--- src/hdl/wct_pkg.sv ---
`default_nettype none
package wct_pkg;

  localparam int unsigned NUM_LETTERS = 26;
  localparam int unsigned NUM_SYMBOLS = 36;
  localparam int unsigned SQ_CELLS    = 25;
  localparam int unsigned SQ_SIDE     = 5;
  localparam int unsigned NUM_DIGITS  = 10;
  localparam logic [4:0]  LETTER_I    = 5'd8;
  localparam logic [4:0]  LETTER_J    = 5'd9;
  localparam logic [4:0]  NON_LETTER  = 5'd26;
  localparam logic [5:0]  POS_MAX     = 6'd63;

  localparam logic [2:0] MD_PLAIN = 3'd0;
  localparam logic [2:0] MD_PF    = 3'd1;
  localparam logic [2:0] MD_SUB   = 3'd2;
  localparam logic [2:0] MD_VIG   = 3'd3;
  localparam logic [2:0] MD_VCAES = 3'd4;

  localparam logic [1:0] FN_CLEAR  = 2'd0;
  localparam logic [1:0] FN_APPEND = 2'd1;
  localparam logic [1:0] FN_BUILD  = 2'd2;
  localparam logic [1:0] FN_WORD   = 2'd3;

  localparam logic [1:0] CFG_MODE = 2'd0;
  localparam logic [1:0] CFG_WLEN = 2'd1;
  localparam logic [1:0] CFG_CLUE = 2'd2;

  localparam logic [2:0] ST_OK    = 3'd0;
  localparam logic [2:0] ST_LEN   = 3'd1;
  localparam logic [2:0] ST_ODD   = 3'd2;
  localparam logic [2:0] ST_DIGIT = 3'd3;
  localparam logic [2:0] ST_SAME  = 3'd4;

  typedef enum logic [3:0] {
    S_IDLE,
    S_BK_RD,
    S_BK_WR,
    S_BA,
    S_MOD,
    S_KEY_DATA,
    S_PF_LA,
    S_PF_LB,
    S_PF_CALC,
    S_PF_S0,
    S_PF_S1,
    S_EMIT0,
    S_EMIT1
  } state_e;

  typedef struct packed {
    logic [5:0] out_symbol;
    logic       symbol_valid;
    logic       word_end;
    logic [2:0] status;
  } result_t;

  function automatic logic [4:0] shift_f(input logic [5:0] k);
    logic [5:0] t;
    t = k - 6'(NUM_LETTERS);
    return (k < 6'(NUM_LETTERS)) ? k[4:0] : t[4:0];
  endfunction

  function automatic logic [5:0] caesar_f(input logic [5:0] s, input logic [4:0] o);
    logic [5:0] t;
    logic [4:0] o10;
    logic [4:0] d;
    t   = s + 6'(o);
    o10 = (o >= 5'd20) ? o - 5'd20 : ((o >= 5'd10) ? o - 5'd10 : o);
    d   = 5'(s - 6'(NUM_LETTERS)) + o10;
    if (s < 6'(NUM_LETTERS)) begin
      return (t >= 6'(NUM_LETTERS)) ? t - 6'(NUM_LETTERS) : t;
    end else if (s < 6'(NUM_SYMBOLS)) begin
      if (d >= 5'(NUM_DIGITS)) d = d - 5'(NUM_DIGITS);
      return 6'(NUM_LETTERS) + 6'(d);
    end else begin
      return s;
    end
  endfunction

  function automatic logic [2:0] row_f(input logic [4:0] l);
    return (l >= 5'd20) ? 3'd4 : (l >= 5'd15) ? 3'd3 : (l >= 5'd10) ? 3'd2 :
           (l >= 5'd5) ? 3'd1 : 3'd0;
  endfunction

  function automatic logic [4:0] cell_f(input logic [2:0] r, input logic [2:0] c);
    return 5'(r) * 5'(SQ_SIDE) + 5'(c);
  endfunction

  function automatic logic [2:0] inc5_f(input logic [2:0] v);
    return (v == 3'(SQ_SIDE - 1)) ? 3'd0 : v + 3'd1;
  endfunction

  function automatic logic [4:0] fold_f(input logic [4:0] a);
    return (a == LETTER_J) ? LETTER_I : a;
  endfunction

endpackage
`default_nettype wire

--- src/hdl/wct_if.sv ---
`default_nettype none
interface wct_in_if;
  logic       valid;
  logic       ready;
  logic [1:0] func;
  logic [5:0] symbol;
  logic       last;
  modport source (output valid, func, symbol, last, input ready);
  modport sink   (input valid, func, symbol, last, output ready);
endinterface

interface wct_out_if;
  logic       valid;
  logic       ready;
  logic [5:0] out_symbol;
  logic       symbol_valid;
  logic       word_end;
  logic [2:0] status;
  modport source (output valid, out_symbol, symbol_valid, word_end, status, input ready);
  modport sink   (input valid, out_symbol, symbol_valid, word_end, status, output ready);
endinterface
`default_nettype wire

--- src/hdl/word_cipher_treatment.sv ---
// Word cipher: takes key and word items over in_ch and returns enciphered symbols over
// out_ch through an output register, so a new item is taken while a result waits.
// Key clear and key append are taken directly in the idle state. Building the square
// walks the key memory, then the alphabet. A word symbol needs a key memory read in
// substitution mode, and the 8-step remainder unit plus a key read in Vigenere and
// variable Caesar with a non-empty key; a Playfair pair of letters gives its two
// results from four reads of the square memories.
// Status is reported on the final result of a word.
`default_nettype none
module word_cipher_treatment #(
  parameter int unsigned MAX_KEY  = 64,
  parameter int unsigned MAX_WORD = 32
) (
  input  wire logic       clk_i,
  input  wire logic       rst_ni,
  input  wire logic       cfg_we_i,
  input  wire logic [1:0] cfg_idx_i,
  input  wire logic [7:0] cfg_data_i,
  wct_in_if.sink          in_ch,
  wct_out_if.source       out_ch
);
  import wct_pkg::*;

  localparam int unsigned KCW = $clog2(MAX_KEY + 1);
  localparam int unsigned AW  = (MAX_KEY > 1) ? $clog2(MAX_KEY) : 1;

  state_e state_q, state_d;
  logic [2:0]     mode_q, mode_d;
  logic [5:0]     wlen_q, wlen_d;
  logic [7:0]     clue_q, clue_d;
  logic [KCW-1:0] kc_q, kc_d;
  logic [5:0]     wpos_q, wpos_d;
  logic [4:0]     pend_q, pend_d;
  logic           pv_q, pv_d;
  logic [2:0]     err_q, err_d;
  logic [5:0]     sym_q, sym_d;
  logic           last_q, last_d, lenbad_q, lenbad_d, odd_q, odd_d, pf_q, pf_d;
  logic           subhit_q, subhit_d, n2_q, n2_d, rv_q, rv_d;
  logic [5:0]     r0_q, r0_d, r1_q, r1_d;
  logic [4:0]     l0_q, l0_d, o1_q, o1_d;
  logic [KCW-1:0] bidx_q, bidx_d;
  logic [4:0]     bk_q, bk_d, bc_q, bc_d;
  logic [NUM_LETTERS-1:0] used_q, used_d;
  result_t        out_q, out_d;
  logic           out_vld_q, out_vld_d;

  logic [5:0]     key_mem [MAX_KEY];
  logic [4:0]     sq_mem [SQ_CELLS];
  logic [4:0]     lc_mem [NUM_LETTERS];
  logic           key_we, sq_we, lc_we;
  logic [AW-1:0]  key_raddr;
  logic [5:0]     key_rdata_q;
  logic [4:0]     sq_raddr, sq_waddr, sq_wdata, sq_rdata_q;
  logic [4:0]     lc_raddr, lc_waddr, lc_wdata, lc_rdata_q;

  logic           mod_start, mod_done;
  logic [7:0]     mod_dvd;
  logic [KCW-1:0] mod_rem;

  logic           slot_free, lenbad, end_now;
  logic [5:0]     pos_inc, in_j;
  logic [4:0]     in_b, kc_cell, l1;
  logic [2:0]     rw0, cl0, rw1, cl1, st_final;

  wct_mod_unit #(.KCW(KCW)) u_mod (
    .clk_i      (clk_i),
    .rst_ni     (rst_ni),
    .start_i    (mod_start),
    .dividend_i (mod_dvd),
    .divisor_i  (kc_q),
    .done_o     (mod_done),
    .rem_o      (mod_rem)
  );

  always_comb begin
    state_d   = state_q;
    mode_d    = mode_q;
    wlen_d    = wlen_q;
    clue_d    = clue_q;
    kc_d      = kc_q;
    wpos_d    = wpos_q;
    pend_d    = pend_q;
    pv_d      = pv_q;
    err_d     = err_q;
    sym_d     = sym_q;
    last_d    = last_q;
    lenbad_d  = lenbad_q;
    odd_d     = odd_q;
    pf_d      = pf_q;
    subhit_d  = subhit_q;
    n2_d      = n2_q;
    rv_d      = rv_q;
    r0_d      = r0_q;
    r1_d      = r1_q;
    l0_d      = l0_q;
    o1_d      = o1_q;
    bidx_d    = bidx_q;
    bk_d      = bk_q;
    bc_d      = bc_q;
    used_d    = used_q;
    in_ch.ready = 1'b0;
    key_we    = 1'b0;
    sq_we     = 1'b0;
    lc_we     = 1'b0;
    sq_waddr  = bk_q;
    lc_waddr  = bc_q;
    sq_wdata  = bc_q;
    lc_wdata  = bk_q;
    key_raddr = '0;
    sq_raddr  = '0;
    lc_raddr  = '0;
    mod_start = 1'b0;
    mod_dvd   = clue_q;
    slot_free = !out_vld_q || out_ch.ready;
    out_vld_d = out_vld_q && !out_ch.ready;
    out_d     = out_q;
    pos_inc   = (wpos_q == POS_MAX) ? wpos_q : wpos_q + 6'd1;
    lenbad    = (pos_inc != wlen_q) || (7'(wlen_q) > 7'(MAX_WORD));
    in_b      = (in_ch.symbol < 6'(NUM_LETTERS)) ? in_ch.symbol[4:0] : NON_LETTER;
    in_j      = (in_ch.symbol < 6'(NUM_LETTERS)) ? in_ch.symbol
                                                 : in_ch.symbol - 6'(NUM_LETTERS);
    kc_cell   = fold_f(key_rdata_q[4:0]);
    l1        = lc_rdata_q;
    rw0       = row_f(l0_q);
    cl0       = 3'(l0_q - cell_f(rw0, 3'd0));
    rw1       = row_f(l1);
    cl1       = 3'(l1 - cell_f(rw1, 3'd0));
    st_final  = lenbad_q ? ST_LEN : (pf_q ? (odd_q ? ST_ODD : err_q) : ST_OK);
    end_now   = 1'b0;

    if (cfg_we_i) begin
      case (cfg_idx_i)
        CFG_MODE: mode_d = cfg_data_i[2:0];
        CFG_WLEN: wlen_d = cfg_data_i[5:0];
        CFG_CLUE: clue_d = cfg_data_i;
        default: ;
      endcase
    end

    case (state_q)
      S_IDLE: begin
        in_ch.ready = 1'b1;
        if (in_ch.valid) begin
          case (in_ch.func)
            FN_CLEAR: kc_d = '0;
            FN_APPEND: begin
              if (in_ch.symbol < 6'(NUM_SYMBOLS) && 32'(kc_q) < MAX_KEY) begin
                key_we = 1'b1;
                kc_d   = kc_q + KCW'(1);
              end
            end
            FN_BUILD: begin
              used_d  = '0;
              bk_d    = '0;
              bidx_d  = '0;
              state_d = S_BK_RD;
            end
            default: begin
              sym_d    = in_ch.symbol;
              last_d   = in_ch.last;
              lenbad_d = lenbad;
              wpos_d   = in_ch.last ? 6'd0 : pos_inc;
              pf_d     = (mode_q == MD_PF);
              n2_d     = 1'b0;
              odd_d    = 1'b0;
              rv_d     = 1'b1;
              r0_d     = in_ch.symbol;
              if (in_ch.last) pv_d = 1'b0;
              if (mode_q == MD_PF) begin
                if (!pv_q) begin
                  pend_d = in_b;
                  if (in_b == NON_LETTER && err_q == ST_OK) err_d = ST_DIGIT;
                  if (in_ch.last) begin
                    odd_d   = 1'b1;
                    rv_d    = 1'b0;
                    r0_d    = '0;
                    state_d = S_EMIT0;
                  end else begin
                    pv_d = 1'b1;
                  end
                end else begin
                  pv_d = 1'b0;
                  n2_d = 1'b1;
                  if (pend_q == NON_LETTER || in_b == NON_LETTER) begin
                    if (err_q == ST_OK) err_d = ST_DIGIT;
                    rv_d    = 1'b0;
                    r0_d    = '0;
                    r1_d    = '0;
                    state_d = S_EMIT0;
                  end else begin
                    state_d = S_PF_LA;
                  end
                end
              end else if (mode_q == MD_SUB) begin
                subhit_d  = (in_ch.symbol < 6'(NUM_SYMBOLS)) && (32'(in_j) < 32'(kc_q));
                key_raddr = AW'(in_j);
                state_d   = S_KEY_DATA;
              end else if ((mode_q == MD_VIG || mode_q == MD_VCAES) && kc_q != '0) begin
                mod_start = 1'b1;
                mod_dvd   = (mode_q == MD_VIG) ? 8'(wpos_q) : clue_q;
                state_d   = S_MOD;
              end else begin
                state_d = S_EMIT0;
              end
            end
          endcase
        end
      end
      S_MOD: begin
        if (mod_done) begin
          key_raddr = AW'(mod_rem);
          state_d   = S_KEY_DATA;
        end
      end
      S_KEY_DATA: begin
        if (mode_q == MD_SUB) begin
          r0_d = subhit_q ? key_rdata_q : sym_q;
        end else begin
          r0_d = caesar_f(sym_q, shift_f(key_rdata_q));
        end
        state_d = S_EMIT0;
      end
      S_PF_LA: begin
        lc_raddr = fold_f(pend_q);
        state_d  = S_PF_LB;
      end
      S_PF_LB: begin
        l0_d     = lc_rdata_q;
        lc_raddr = fold_f(sym_q[4:0]);
        state_d  = S_PF_CALC;
      end
      S_PF_CALC: begin
        if (l0_q == l1) begin
          if (err_q == ST_OK) err_d = ST_SAME;
          rv_d    = 1'b0;
          r0_d    = '0;
          r1_d    = '0;
          state_d = S_EMIT0;
        end else begin
          if (rw0 == rw1) begin
            sq_raddr = cell_f(rw0, inc5_f(cl0));
            o1_d     = cell_f(rw1, inc5_f(cl1));
          end else if (cl0 == cl1) begin
            sq_raddr = cell_f(inc5_f(rw0), cl0);
            o1_d     = cell_f(inc5_f(rw1), cl1);
          end else begin
            sq_raddr = cell_f(rw0, cl1);
            o1_d     = cell_f(rw1, cl0);
          end
          state_d = S_PF_S0;
        end
      end
      S_PF_S0: begin
        r0_d     = 6'(sq_rdata_q);
        sq_raddr = o1_q;
        state_d  = S_PF_S1;
      end
      S_PF_S1: begin
        r1_d    = 6'(sq_rdata_q);
        state_d = S_EMIT0;
      end
      S_EMIT0: begin
        if (slot_free) begin
          end_now            = last_q && !n2_q;
          out_vld_d          = 1'b1;
          out_d.out_symbol   = r0_q;
          out_d.symbol_valid = rv_q;
          out_d.word_end     = end_now;
          out_d.status       = end_now ? st_final : ST_OK;
          if (n2_q) begin
            state_d = S_EMIT1;
          end else begin
            if (last_q) err_d = ST_OK;
            state_d = S_IDLE;
          end
        end
      end
      S_EMIT1: begin
        if (slot_free) begin
          out_vld_d          = 1'b1;
          out_d.out_symbol   = r1_q;
          out_d.symbol_valid = rv_q;
          out_d.word_end     = last_q;
          out_d.status       = last_q ? st_final : ST_OK;
          if (last_q) err_d = ST_OK;
          state_d = S_IDLE;
        end
      end
      S_BK_RD: begin
        if (bidx_q < kc_q && bk_q < 5'(SQ_CELLS)) begin
          key_raddr = AW'(bidx_q);
          bidx_d    = bidx_q + KCW'(1);
          state_d   = S_BK_WR;
        end else begin
          bc_d    = '0;
          state_d = S_BA;
        end
      end
      S_BK_WR: begin
        sq_wdata = kc_cell;
        lc_waddr = kc_cell;
        if (key_rdata_q < 6'(NUM_LETTERS) && !used_q[kc_cell]) begin
          used_d[kc_cell] = 1'b1;
          sq_we = 1'b1;
          lc_we = 1'b1;
          bk_d  = bk_q + 5'd1;
        end
        state_d = S_BK_RD;
      end
      S_BA: begin
        if (bc_q < 5'(NUM_LETTERS) && bk_q < 5'(SQ_CELLS)) begin
          if (bc_q != LETTER_J && !used_q[bc_q]) begin
            used_d[bc_q] = 1'b1;
            sq_we = 1'b1;
            lc_we = 1'b1;
            bk_d  = bk_q + 5'd1;
          end
          bc_d = bc_q + 5'd1;
        end else begin
          state_d = S_IDLE;
        end
      end
      default: state_d = S_IDLE;
    endcase
  end

  always_ff @(posedge clk_i or negedge rst_ni) begin
    if (!rst_ni) begin
      state_q   <= S_IDLE;
      mode_q    <= MD_PLAIN;
      wlen_q    <= 6'd1;
      clue_q    <= '0;
      kc_q      <= '0;
      wpos_q    <= '0;
      pend_q    <= '0;
      pv_q      <= 1'b0;
      err_q     <= ST_OK;
      out_vld_q <= 1'b0;
    end else begin
      state_q   <= state_d;
      mode_q    <= mode_d;
      wlen_q    <= wlen_d;
      clue_q    <= clue_d;
      kc_q      <= kc_d;
      wpos_q    <= wpos_d;
      pend_q    <= pend_d;
      pv_q      <= pv_d;
      err_q     <= err_d;
      out_vld_q <= out_vld_d;
    end
  end

  always_ff @(posedge clk_i) begin
    sym_q    <= sym_d;
    last_q   <= last_d;
    lenbad_q <= lenbad_d;
    odd_q    <= odd_d;
    pf_q     <= pf_d;
    subhit_q <= subhit_d;
    n2_q     <= n2_d;
    rv_q     <= rv_d;
    r0_q     <= r0_d;
    r1_q     <= r1_d;
    l0_q     <= l0_d;
    o1_q     <= o1_d;
    bidx_q   <= bidx_d;
    bk_q     <= bk_d;
    bc_q     <= bc_d;
    used_q   <= used_d;
    out_q    <= out_d;
  end

  always_ff @(posedge clk_i) begin
    if (key_we) key_mem[AW'(kc_q)] <= in_ch.symbol;
    key_rdata_q <= key_mem[key_raddr];
  end

  always_ff @(posedge clk_i) begin
    if (sq_we) sq_mem[sq_waddr] <= sq_wdata;
    sq_rdata_q <= sq_mem[sq_raddr];
  end

  always_ff @(posedge clk_i) begin
    if (lc_we) lc_mem[lc_waddr] <= lc_wdata;
    lc_rdata_q <= lc_mem[lc_raddr];
  end

  assign out_ch.valid        = out_vld_q;
  assign out_ch.out_symbol   = out_q.out_symbol;
  assign out_ch.symbol_valid = out_q.symbol_valid;
  assign out_ch.word_end     = out_q.word_end;
  assign out_ch.status       = out_q.status;

endmodule
`default_nettype wire

--- src/hdl/wct_mod_unit.sv ---
`default_nettype none
module wct_mod_unit #(
  parameter int unsigned KCW = 7
) (
  input  wire logic           clk_i,
  input  wire logic           rst_ni,
  input  wire logic           start_i,
  input  wire logic [7:0]     dividend_i,
  input  wire logic [KCW-1:0] divisor_i,
  output logic                done_o,
  output logic [KCW-1:0]      rem_o
);

  logic [KCW-1:0] rem_q, rem_d, div_q;
  logic [7:0]     dvd_q, dvd_d;
  logic [2:0]     cnt_q, cnt_d;
  logic           busy_q, busy_d, done_q, done_d;
  logic [KCW:0]   sh;
  logic [KCW:0]   diff;

  always_comb begin
    sh     = {rem_q, dvd_q[7]};
    diff   = sh - {1'b0, div_q};
    rem_d  = rem_q;
    dvd_d  = dvd_q;
    cnt_d  = cnt_q;
    busy_d = busy_q;
    done_d = 1'b0;
    if (start_i) begin
      rem_d  = '0;
      dvd_d  = dividend_i;
      cnt_d  = '0;
      busy_d = 1'b1;
    end else if (busy_q) begin
      rem_d = (sh >= {1'b0, div_q}) ? diff[KCW-1:0] : sh[KCW-1:0];
      dvd_d = {dvd_q[6:0], 1'b0};
      cnt_d = cnt_q + 3'd1;
      if (cnt_q == 3'd7) begin
        busy_d = 1'b0;
        done_d = 1'b1;
      end
    end
  end

  always_ff @(posedge clk_i or negedge rst_ni) begin
    if (!rst_ni) begin
      busy_q <= 1'b0;
      done_q <= 1'b0;
      cnt_q  <= '0;
    end else begin
      busy_q <= busy_d;
      done_q <= done_d;
      cnt_q  <= cnt_d;
    end
  end

  always_ff @(posedge clk_i) begin
    rem_q <= rem_d;
    dvd_q <= dvd_d;
    if (start_i) div_q <= divisor_i;
  end

  assign done_o = done_q;
  assign rem_o  = rem_q;

endmodule
`default_nettype wire

--- src/flat_wrapper.sv ---
// flat-port wrapper written by rule: the top's interface ports become plain ports
module word_cipher_treatment_flat import wct_pkg::*;
#(
  parameter int unsigned MAX_KEY  = 64,
  parameter int unsigned MAX_WORD = 32
)
  (clk_i, rst_ni, cfg_we_i, cfg_idx_i, cfg_data_i, in_ch_valid, in_ch_func, in_ch_symbol, in_ch_last, in_ch_ready, out_ch_valid, out_ch_out_symbol, out_ch_symbol_valid, out_ch_word_end, out_ch_status, out_ch_ready);
  wct_in_if in_ch_i ();
  wct_out_if out_ch_i ();
  input  wire logic clk_i;
  input  wire logic rst_ni;
  input  wire logic cfg_we_i;
  input  wire logic [1:0] cfg_idx_i;
  input  wire logic [7:0] cfg_data_i;
  input wire logic [$bits(in_ch_i.valid)-1:0] in_ch_valid;
  input wire logic [$bits(in_ch_i.func)-1:0] in_ch_func;
  input wire logic [$bits(in_ch_i.symbol)-1:0] in_ch_symbol;
  input wire logic [$bits(in_ch_i.last)-1:0] in_ch_last;
  output wire logic [$bits(in_ch_i.ready)-1:0] in_ch_ready;
  output wire logic [$bits(out_ch_i.valid)-1:0] out_ch_valid;
  output wire logic [$bits(out_ch_i.out_symbol)-1:0] out_ch_out_symbol;
  output wire logic [$bits(out_ch_i.symbol_valid)-1:0] out_ch_symbol_valid;
  output wire logic [$bits(out_ch_i.word_end)-1:0] out_ch_word_end;
  output wire logic [$bits(out_ch_i.status)-1:0] out_ch_status;
  input wire logic [$bits(out_ch_i.ready)-1:0] out_ch_ready;
  assign in_ch_i.valid = in_ch_valid;
  assign in_ch_i.func = in_ch_func;
  assign in_ch_i.symbol = in_ch_symbol;
  assign in_ch_i.last = in_ch_last;
  assign in_ch_ready = in_ch_i.ready;
  assign out_ch_valid = out_ch_i.valid;
  assign out_ch_out_symbol = out_ch_i.out_symbol;
  assign out_ch_symbol_valid = out_ch_i.symbol_valid;
  assign out_ch_word_end = out_ch_i.word_end;
  assign out_ch_status = out_ch_i.status;
  assign out_ch_i.ready = out_ch_ready;
  word_cipher_treatment #(.MAX_KEY(MAX_KEY), .MAX_WORD(MAX_WORD)) u_core (.clk_i(clk_i), .rst_ni(rst_ni), .cfg_we_i(cfg_we_i), .cfg_idx_i(cfg_idx_i), .cfg_data_i(cfg_data_i), .in_ch(in_ch_i), .out_ch(out_ch_i));
endmodule
--- config.mk ---
export PLATFORM = sky130hd
export DESIGN_NAME = word_cipher_treatment_flat
export DESIGN_NICKNAME = d
export VERILOG_FILES = /design/src/hdl/wct_pkg.sv /design/src/hdl/wct_if.sv /design/src/hdl/word_cipher_treatment.sv /design/src/hdl/wct_mod_unit.sv /design/src/flat_wrapper.sv
export SDC_FILE = /design/constraint.sdc
export NUM_CORES = 1
export LEC_CHECK = 0
export BUFFER_PORTS_ARGS = -buffer_cell sky130_fd_sc_hd__buf_2
export CAP_MARGIN = 20
export CELL_PAD_IN_SITES_DETAIL_PLACEMENT = 1
export CELL_PAD_IN_SITES_GLOBAL_PLACEMENT = 2
export CORE_ASPECT_RATIO = 0.75
export CORE_MARGIN = 2
export CORE_UTILIZATION = 48
export CTS_CLUSTER_DIAMETER = 50
export DETAILED_ROUTE_END_ITERATION = 10
export PLACE_DENSITY_LB_ADDON = 0.2
export SLEW_MARGIN = 20
export SYNTH_ARGS = -nofsm -noshare
export SYNTH_HDL_FRONTEND = slang
export SYNTH_SLANG_ARGS = --single-unit
--- constraint.sdc ---
create_clock -name clk_i -period 12.6 [get_ports clk_i]
set_input_delay 1.26 -clock clk_i [delete_from_list [all_inputs] [get_ports clk_i]]
set_output_delay 1.26 -clock clk_i [all_outputs]
set_load 0.01 [all_outputs]
After elaboration in Yosys (flattened, before gate mapping)
Memories as Yosys holds them, arrays and structs flattened. A register that Yosys moved wholly into a read port is not among the register bits.
Cells that the tools add are included.
- add/sub/neg operators: 29
- multiply operators: 4
- $lt $le $gt $ge: 28
- equal/unequal tests: 60
- multiplexer cells: 181
- bitwise logic cells: 6
- reductions and logical operators: 58
- operators with widths (cell ; number):
    6-bit two-way mux ; 26
    26-bit two-way mux ; 5
    5-bit two-way mux ; 25
    3-bit two-way mux ; 30
    26-bit one-hot mux with 3 select lines ; 1
    8-bit two-way mux ; 9
    26-bit bitwise OR ; 2
    4-bit two-way mux ; 12
    4-bit one-hot mux with 12 select lines ; 1
    1-bit two-way mux ; 46
    6-bit one-hot mux with 3 select lines ; 2
    7-bit two-way mux ; 5
    5-bit by 3-bit adder with 5-bit output ; 6
    5-bit by 4-bit greater-or-equal comparator with 1-bit output, second input constant ; 6
    5-bit one-hot mux with 2 select lines ; 3
    7-bit one-hot mux with 2 select lines ; 2
    2-bit by 1-bit inequality test with 1-bit output, second input constant ; 12
    6-bit one-hot mux with 4 select lines ; 1
    11-bit two-way mux ; 2
    11-bit one-hot mux with 2 select lines ; 1
    4-bit == test, second input constant ; 5
    3-bit by 3-bit multiplier with 5-bit output, second input constant ; 4
    3-bit == test, second input constant ; 6
    6-bit by 5-bit less-than comparator with 1-bit output, second input constant ; 3
    other kinds (68) ; 151
- register bits: 160
- RAM bits: 639
- input bits: 24
- output and inout bits: 13
- memories: 3
- memory list (memory ; depth ; width ; read ports ; clocked after Yosys merged registers in ; wr ports ; line ; text):
    u_core.key_mem ; 64 ; 6 ; 1 ; 1 ; 1 ; word_cipher_treatment.sv:47 ; logic [5:0] key_mem [MAX_KEY];
    u_core.lc_mem ; 26 ; 5 ; 1 ; 1 ; 1 ; word_cipher_treatment.sv:49 ; logic [4:0] lc_mem [NUM_LETTERS];
    u_core.sq_mem ; 25 ; 5 ; 1 ; 1 ; 1 ; word_cipher_treatment.sv:48 ; logic [4:0] sq_mem [SQ_CELLS];

Logic depth before layout (Yosys ltp)
- word-level depth: 17
- mapped depth: 25
- mapped depth without buffers: 23

Hierarchy
A second synthesis with hierarchy kept.
- cells, all modules: 3090
- area, all modules: 38304.2 sq um
- by module, submodules not included (module ; times used ; cells an instance ; area each (sq um)):
    word_cipher_treatment ; 1 ; 2949 ; 36754.0
    wct_mod_unit ; 1 ; 141 ; 1550.2

Worst setup path before layout
OpenSTA, ideal clock, no wires.
- path type: reg-to-reg
- start point: register u_core.bc_q[0]
- end point: register u_core.bk_q[0] (enable)
- setup time: 587 ps
- arrival: 7138 ps
- setup slack: 4875 ps
- cell stages (with the launch flop): 7
- buffers on the path: 1
- clock period less this slack: 7725 ps
- path through: edfxtp_1 > buf_1 > mux4_2 > a22o_1 > a2111oi_0 > a21oi_1 > a2111oi_0
- word-level cells in the longest chain between the ends: 6
- elaborated cells between the ends (all ways): 10
- classes of those cells: order compare (1); eq/ne (3); mux (2); reduce/logical (4)
- ends and longest elaborated chain (element ; line ; text):
    start, declared ; word_cipher_treatment.sv:42 ; logic [4:0] bk_q, bk_d, bc_q, bc_d;
    start signal, assigned ; word_cipher_treatment.sv:368 ; bc_q <= bc_d;
    1-bit binary-select mux with 5-bit select ; word_cipher_treatment.sv:312 ; if (bc_q != LETTER_J && !used_q[bc_q]) begin
    1-bit two-way mux (implied by the code) ; word_cipher_treatment.sv:312 ;
    1-bit logical NOT ; word_cipher_treatment.sv:312 ;
    1-bit logical AND ; word_cipher_treatment.sv:312 ;
    2-bit by 1-bit inequality test with 1-bit output (no line) ; -- ;
    6-bit AND reduction (no line) (*) ; -- ;
    end signal, assigned ; word_cipher_treatment.sv:367 ; bk_q <= bk_d;
    end, declared ; word_cipher_treatment.sv:42 ;
Every way passes the cells marked *; elsewhere a longest branch is shown, timed or not. The select of a mux whose other input is x is not followed.
A chain may end at the register's enable or synchronous reset.

Worst setup path after layout
- start point: register u_core.kc_q[5]
- end point: register u_core.key_rdata_q[3] (read register of u_core.key_mem)
- word-level cells in the longest chain between the ends: 4
- ends and longest elaborated chain (element ; line ; text):
    start, declared ; word_cipher_treatment.sv:31 ; logic [KCW-1:0] kc_q, kc_d;
    start signal, assigned ; word_cipher_treatment.sv:344 ; kc_q <= kc_d;
    7-bit less-than comparator ; word_cipher_treatment.sv:290 ; if (bidx_q < kc_q && bk_q < 5'(SQ_CELLS)) begin
    1-bit logical AND ; word_cipher_treatment.sv:290 ;
    6-bit two-way mux ; word_cipher_treatment.sv:290 ;
    6-bit one-hot mux with 3 select lines ; word_cipher_treatment.sv:140 ; case (state_q)
    end, declared ; word_cipher_treatment.sv:52 ; logic [5:0] key_rdata_q;
Every way passes these cells.

==> results.md <==
* Average wire per cell in the routed design at 26.19 um
* Post-route cell area at 42,240 um^2
* Met1 usage at 40.53%
* Worst-Margin Slew at 1.218 ns
* Worst vdd ir at 0.0002075 V
* GRT Overall Usage at 27.34%
* Status: complete, no violations
* Fin Setup TNS at 0 ns
* Unrepaired setup endpoints after global routing: no
* Count leader, synth: edfxtp_1
* Post-layout util at 53.73%
* Initial drt markers at 2,495
* Lkg Pwr at 14.69 nW
* Site row count at 89
* FMAX at 160.2 MHz
* PwrDens at 230.4 nW/um^2
* Setup crit start kind: flip-flop
* WP data arrival at 6.84 ns
* Grt ovf at 0
* Fin crit share at 49.54%
* Hold slack final at 0.4345 ns
* Clock sink total at 813
* Clk pwr share at 27.5%
* Initial antenna violation count at 1
* Top FF cell, synth: edfxtp_1
* Final nets at 3,223
* Gate power share at 34.8%
* Core outline area at 78,620 um^2
* Synth async-reset ratio at 5.904%
* Post-synth top cells: edfxtp_1 (742), nand2_1 (424), nor2_1 (275), nand3_1 (130), clkbuf_1 (102)
* Vias in the first global route at 27,091
* Largest area contributor in the netlist: edfxtp_1
* Switching power at 3.587 mW
* # resized after CTS at 0
* Yosys warns at 0
* Endpoints failing setup at 0
* Netlist Area Pre-Place at 38,080 um^2
* Max transition margin at 18.18%
* Top post-synthesis cells by area: edfxtp_1 (59%), nand2_1 (4.2%), dfrtp_1 (3.1%)
* CP Class: flip-flop to flip-flop
* Post-route minimum period at 6.242 ns
* IO Count at 37
* Grt met3 use at 5.643%
* Die Wd at 329.2 um
* Seq/Total Area, Yosys at 62.88%
* Sw frac at 36.85%
* Hold WC Path Type: flip-flop to flip-flop
* CTS tree: done
* Fin Clk Skew at 0.03459 ns
* GR Util met2 at 40.98%
* Largest fanout on the critical path at 108
* GRT busiest layer: met2
* FILL cells at 7,987
* DR vias/cell at 6.243
* Post-DRT Antenna Nets at 0
* Hold Buf Count CTS at 0
* Crit end category: flip-flop
* Final Max Slew Viols at 0
* Placed Area at 39,190 um^2
* Routability cong. at 0.8534
* Synth cell types at 102
* Fraction of layout cells with a size suffix above 1 at 10.92%
* Clock Path Buffers at 3
* Clock transition at path regs at 0.06 ns
* First-pass GRT wire length at 169,000 um
* Post-DP HPWL at 74,080 um
* #FFs+latches synth at 813
* Syn Area/Cell at 12.24 um^2
* Worst Path Required at 13.20 ns
* Largest net degree at the start of global routing at 109
* Max-cap violations at 0
* Die Y-Extent at 247.9 um
* Area share of the largest cell type after synthesis at 58.51%
* Root Buffer: clkbuf_16
* WL final at 110,700 um
* Sequential power share at 37.7%
* Htree depth at 3
* Die area at 81,620 um^2
* Cell count after synthesis at 3,112
* Net count after synthesis at 3,230
* Layout area overhead at 10.93%
* Routed vias at 26,391
* Initial Utilization at 48.44%
* Drt pass-1 iters at 5
* Total power at 9.733 mW
* Setup Buffers After CTS at 0
* IO Port Bufs at 36
* TritonCTS Buffers at 89
* # DRC at 0
* Pint at 6.147 mW
* Final Hold Fails at 0
* Clock Latency Late Sink at 0.66 ns
* EDFF count, synth at 742
-- worst max-delay path: stages, from the launching register on --
cell,delay (ns)
dfrtp_1,0.54
inv_1,0.19
ha_1,0.33
a21o_1,0.16
a211oi_1,0.63
o2111ai_4,0.19
buf_4,0.38
buf_4,0.42
nand2_8,0.60
buf_4,0.72
nand2_1,0.15
a32oi_1,0.43
o22ai_1,0.17
nor4_1,0.80
and3_1,0.25
-- registers in the layout, indices dropped and copies added (netlist names), 6 cells and up --
register	count
u_core.u_mod.dvd_q	8
u_core.key_rdata_q	6
u_core.u_mod.div_q	7
u_core.used_q	26
u_core.bidx_q	7
u_core.sq_mem	125
u_core.u_mod.rem_o	7
u_core.wpos_q	6
u_core.key_mem	384
u_core.lc_mem	130
u_core.out_ch.out_symbol	6
u_core.wlen_q	6
u_core.clue_q	8
u_core.sym_q	6
u_core.kc_q	7
u_core.r0_q	6
-- final cells by class --
class / count / area (um^2) / share of cell area [%]
multi-input combinational: 2042 / 13190 / 31.22
antenna: 2 / 5.005 / 0.01185
inverter: 78 / 292.8 / 0.6931
tap: 1046 / 1309 / 3.098
clock buffer: 112 / 2416 / 5.720
timing repair buffer: 81 / 515.5 / 1.220
clock inverter: 53 / 571.8 / 1.354
sequential: 813 / 23940 / 56.69
-- power groups by stage --
stage	registers, mW	clock network, mW	logic, mW
6_report	3.67	2.68	3.39
5_1_grt	3.69	2.80	3.73
4_1_cts	3.65	2.71	3.36
3_5_place_dp	3.70	0	3.33
3_3_place_gp	3.69	0	3.20
2_1_floorplan	3.56	0	2.40
-- cell usage in the layout (no fill, tap or decap), types with 35 or more instances in the layout --
cell,n
xnor2_1,35
mux2i_1,74
nor2_1,272
and2_1,48
dfrtp_1,47
buf_4,44
buf_2,37
a211oi_1,95
clkbuf_16,91
a21o_1,36
and3_1,49
mux2_2,36
nand3_1,130
ha_1,83
a21oi_1,80
nor3_1,43
o21ai_0,69
nand2_1,424
edfxtp_1,742
a31oi_1,83
inv_1,74
-- worst paths after layout --
path / from / endpoint / slack [ns] / cells past startpoint
worst max-delay path: u_core.kc_q[5] / u_core.key_rdata_q[3] / 6.36 / 14
worst min-delay path: u_core.rv_q / u_core.out_ch.symbol_valid / 0.43 / 0
worst max register to register: u_core.kc_q[5] / u_core.key_rdata_q[3] / 6.36 / 14
worst min register to register: u_core.rv_q / u_core.out_ch.symbol_valid / 0.43 / 0
max in group asynchronous: rst_ni / u_core.state_q[0] / 11.42 / 2
min in group asynchronous: rst_ni / u_core.kc_q[1] / 0.73 / 2
-- cell families after synthesis --
kind of cell / Yosys count / synth area share (%)
AND/OR/NAND/NOR: 1125 / 13.64
flip-flops: 813 / 62.88
AO/OA/AOI/OAI: 641 / 12.23
buffers and inverters: 257 / 2.859
multiplexers: 123 / 3.720
adder cells (fa/ha/maj): 95 / 3.335
XOR/XNOR: 58 / 1.334
-- layer usage --
layer	routed length [um]	part of all wire [%]
met1	51040	46
met2	48860	44
met3	8412	7.6
met4	2376	2.1
met5	13	0.012
-- per-stage QoR --
stage / setup WS [ns] / cells
final: 6.358 / 4227
after global routing: 6.028 / 4225
after CTS: 6.375 / 4224
after detailed placement: 6.386 / 4059
after global placement: 6.536 / 4059
after floorplan: 4.875 / 3112
No activity file was read; power rests on OpenSTA's default activity.
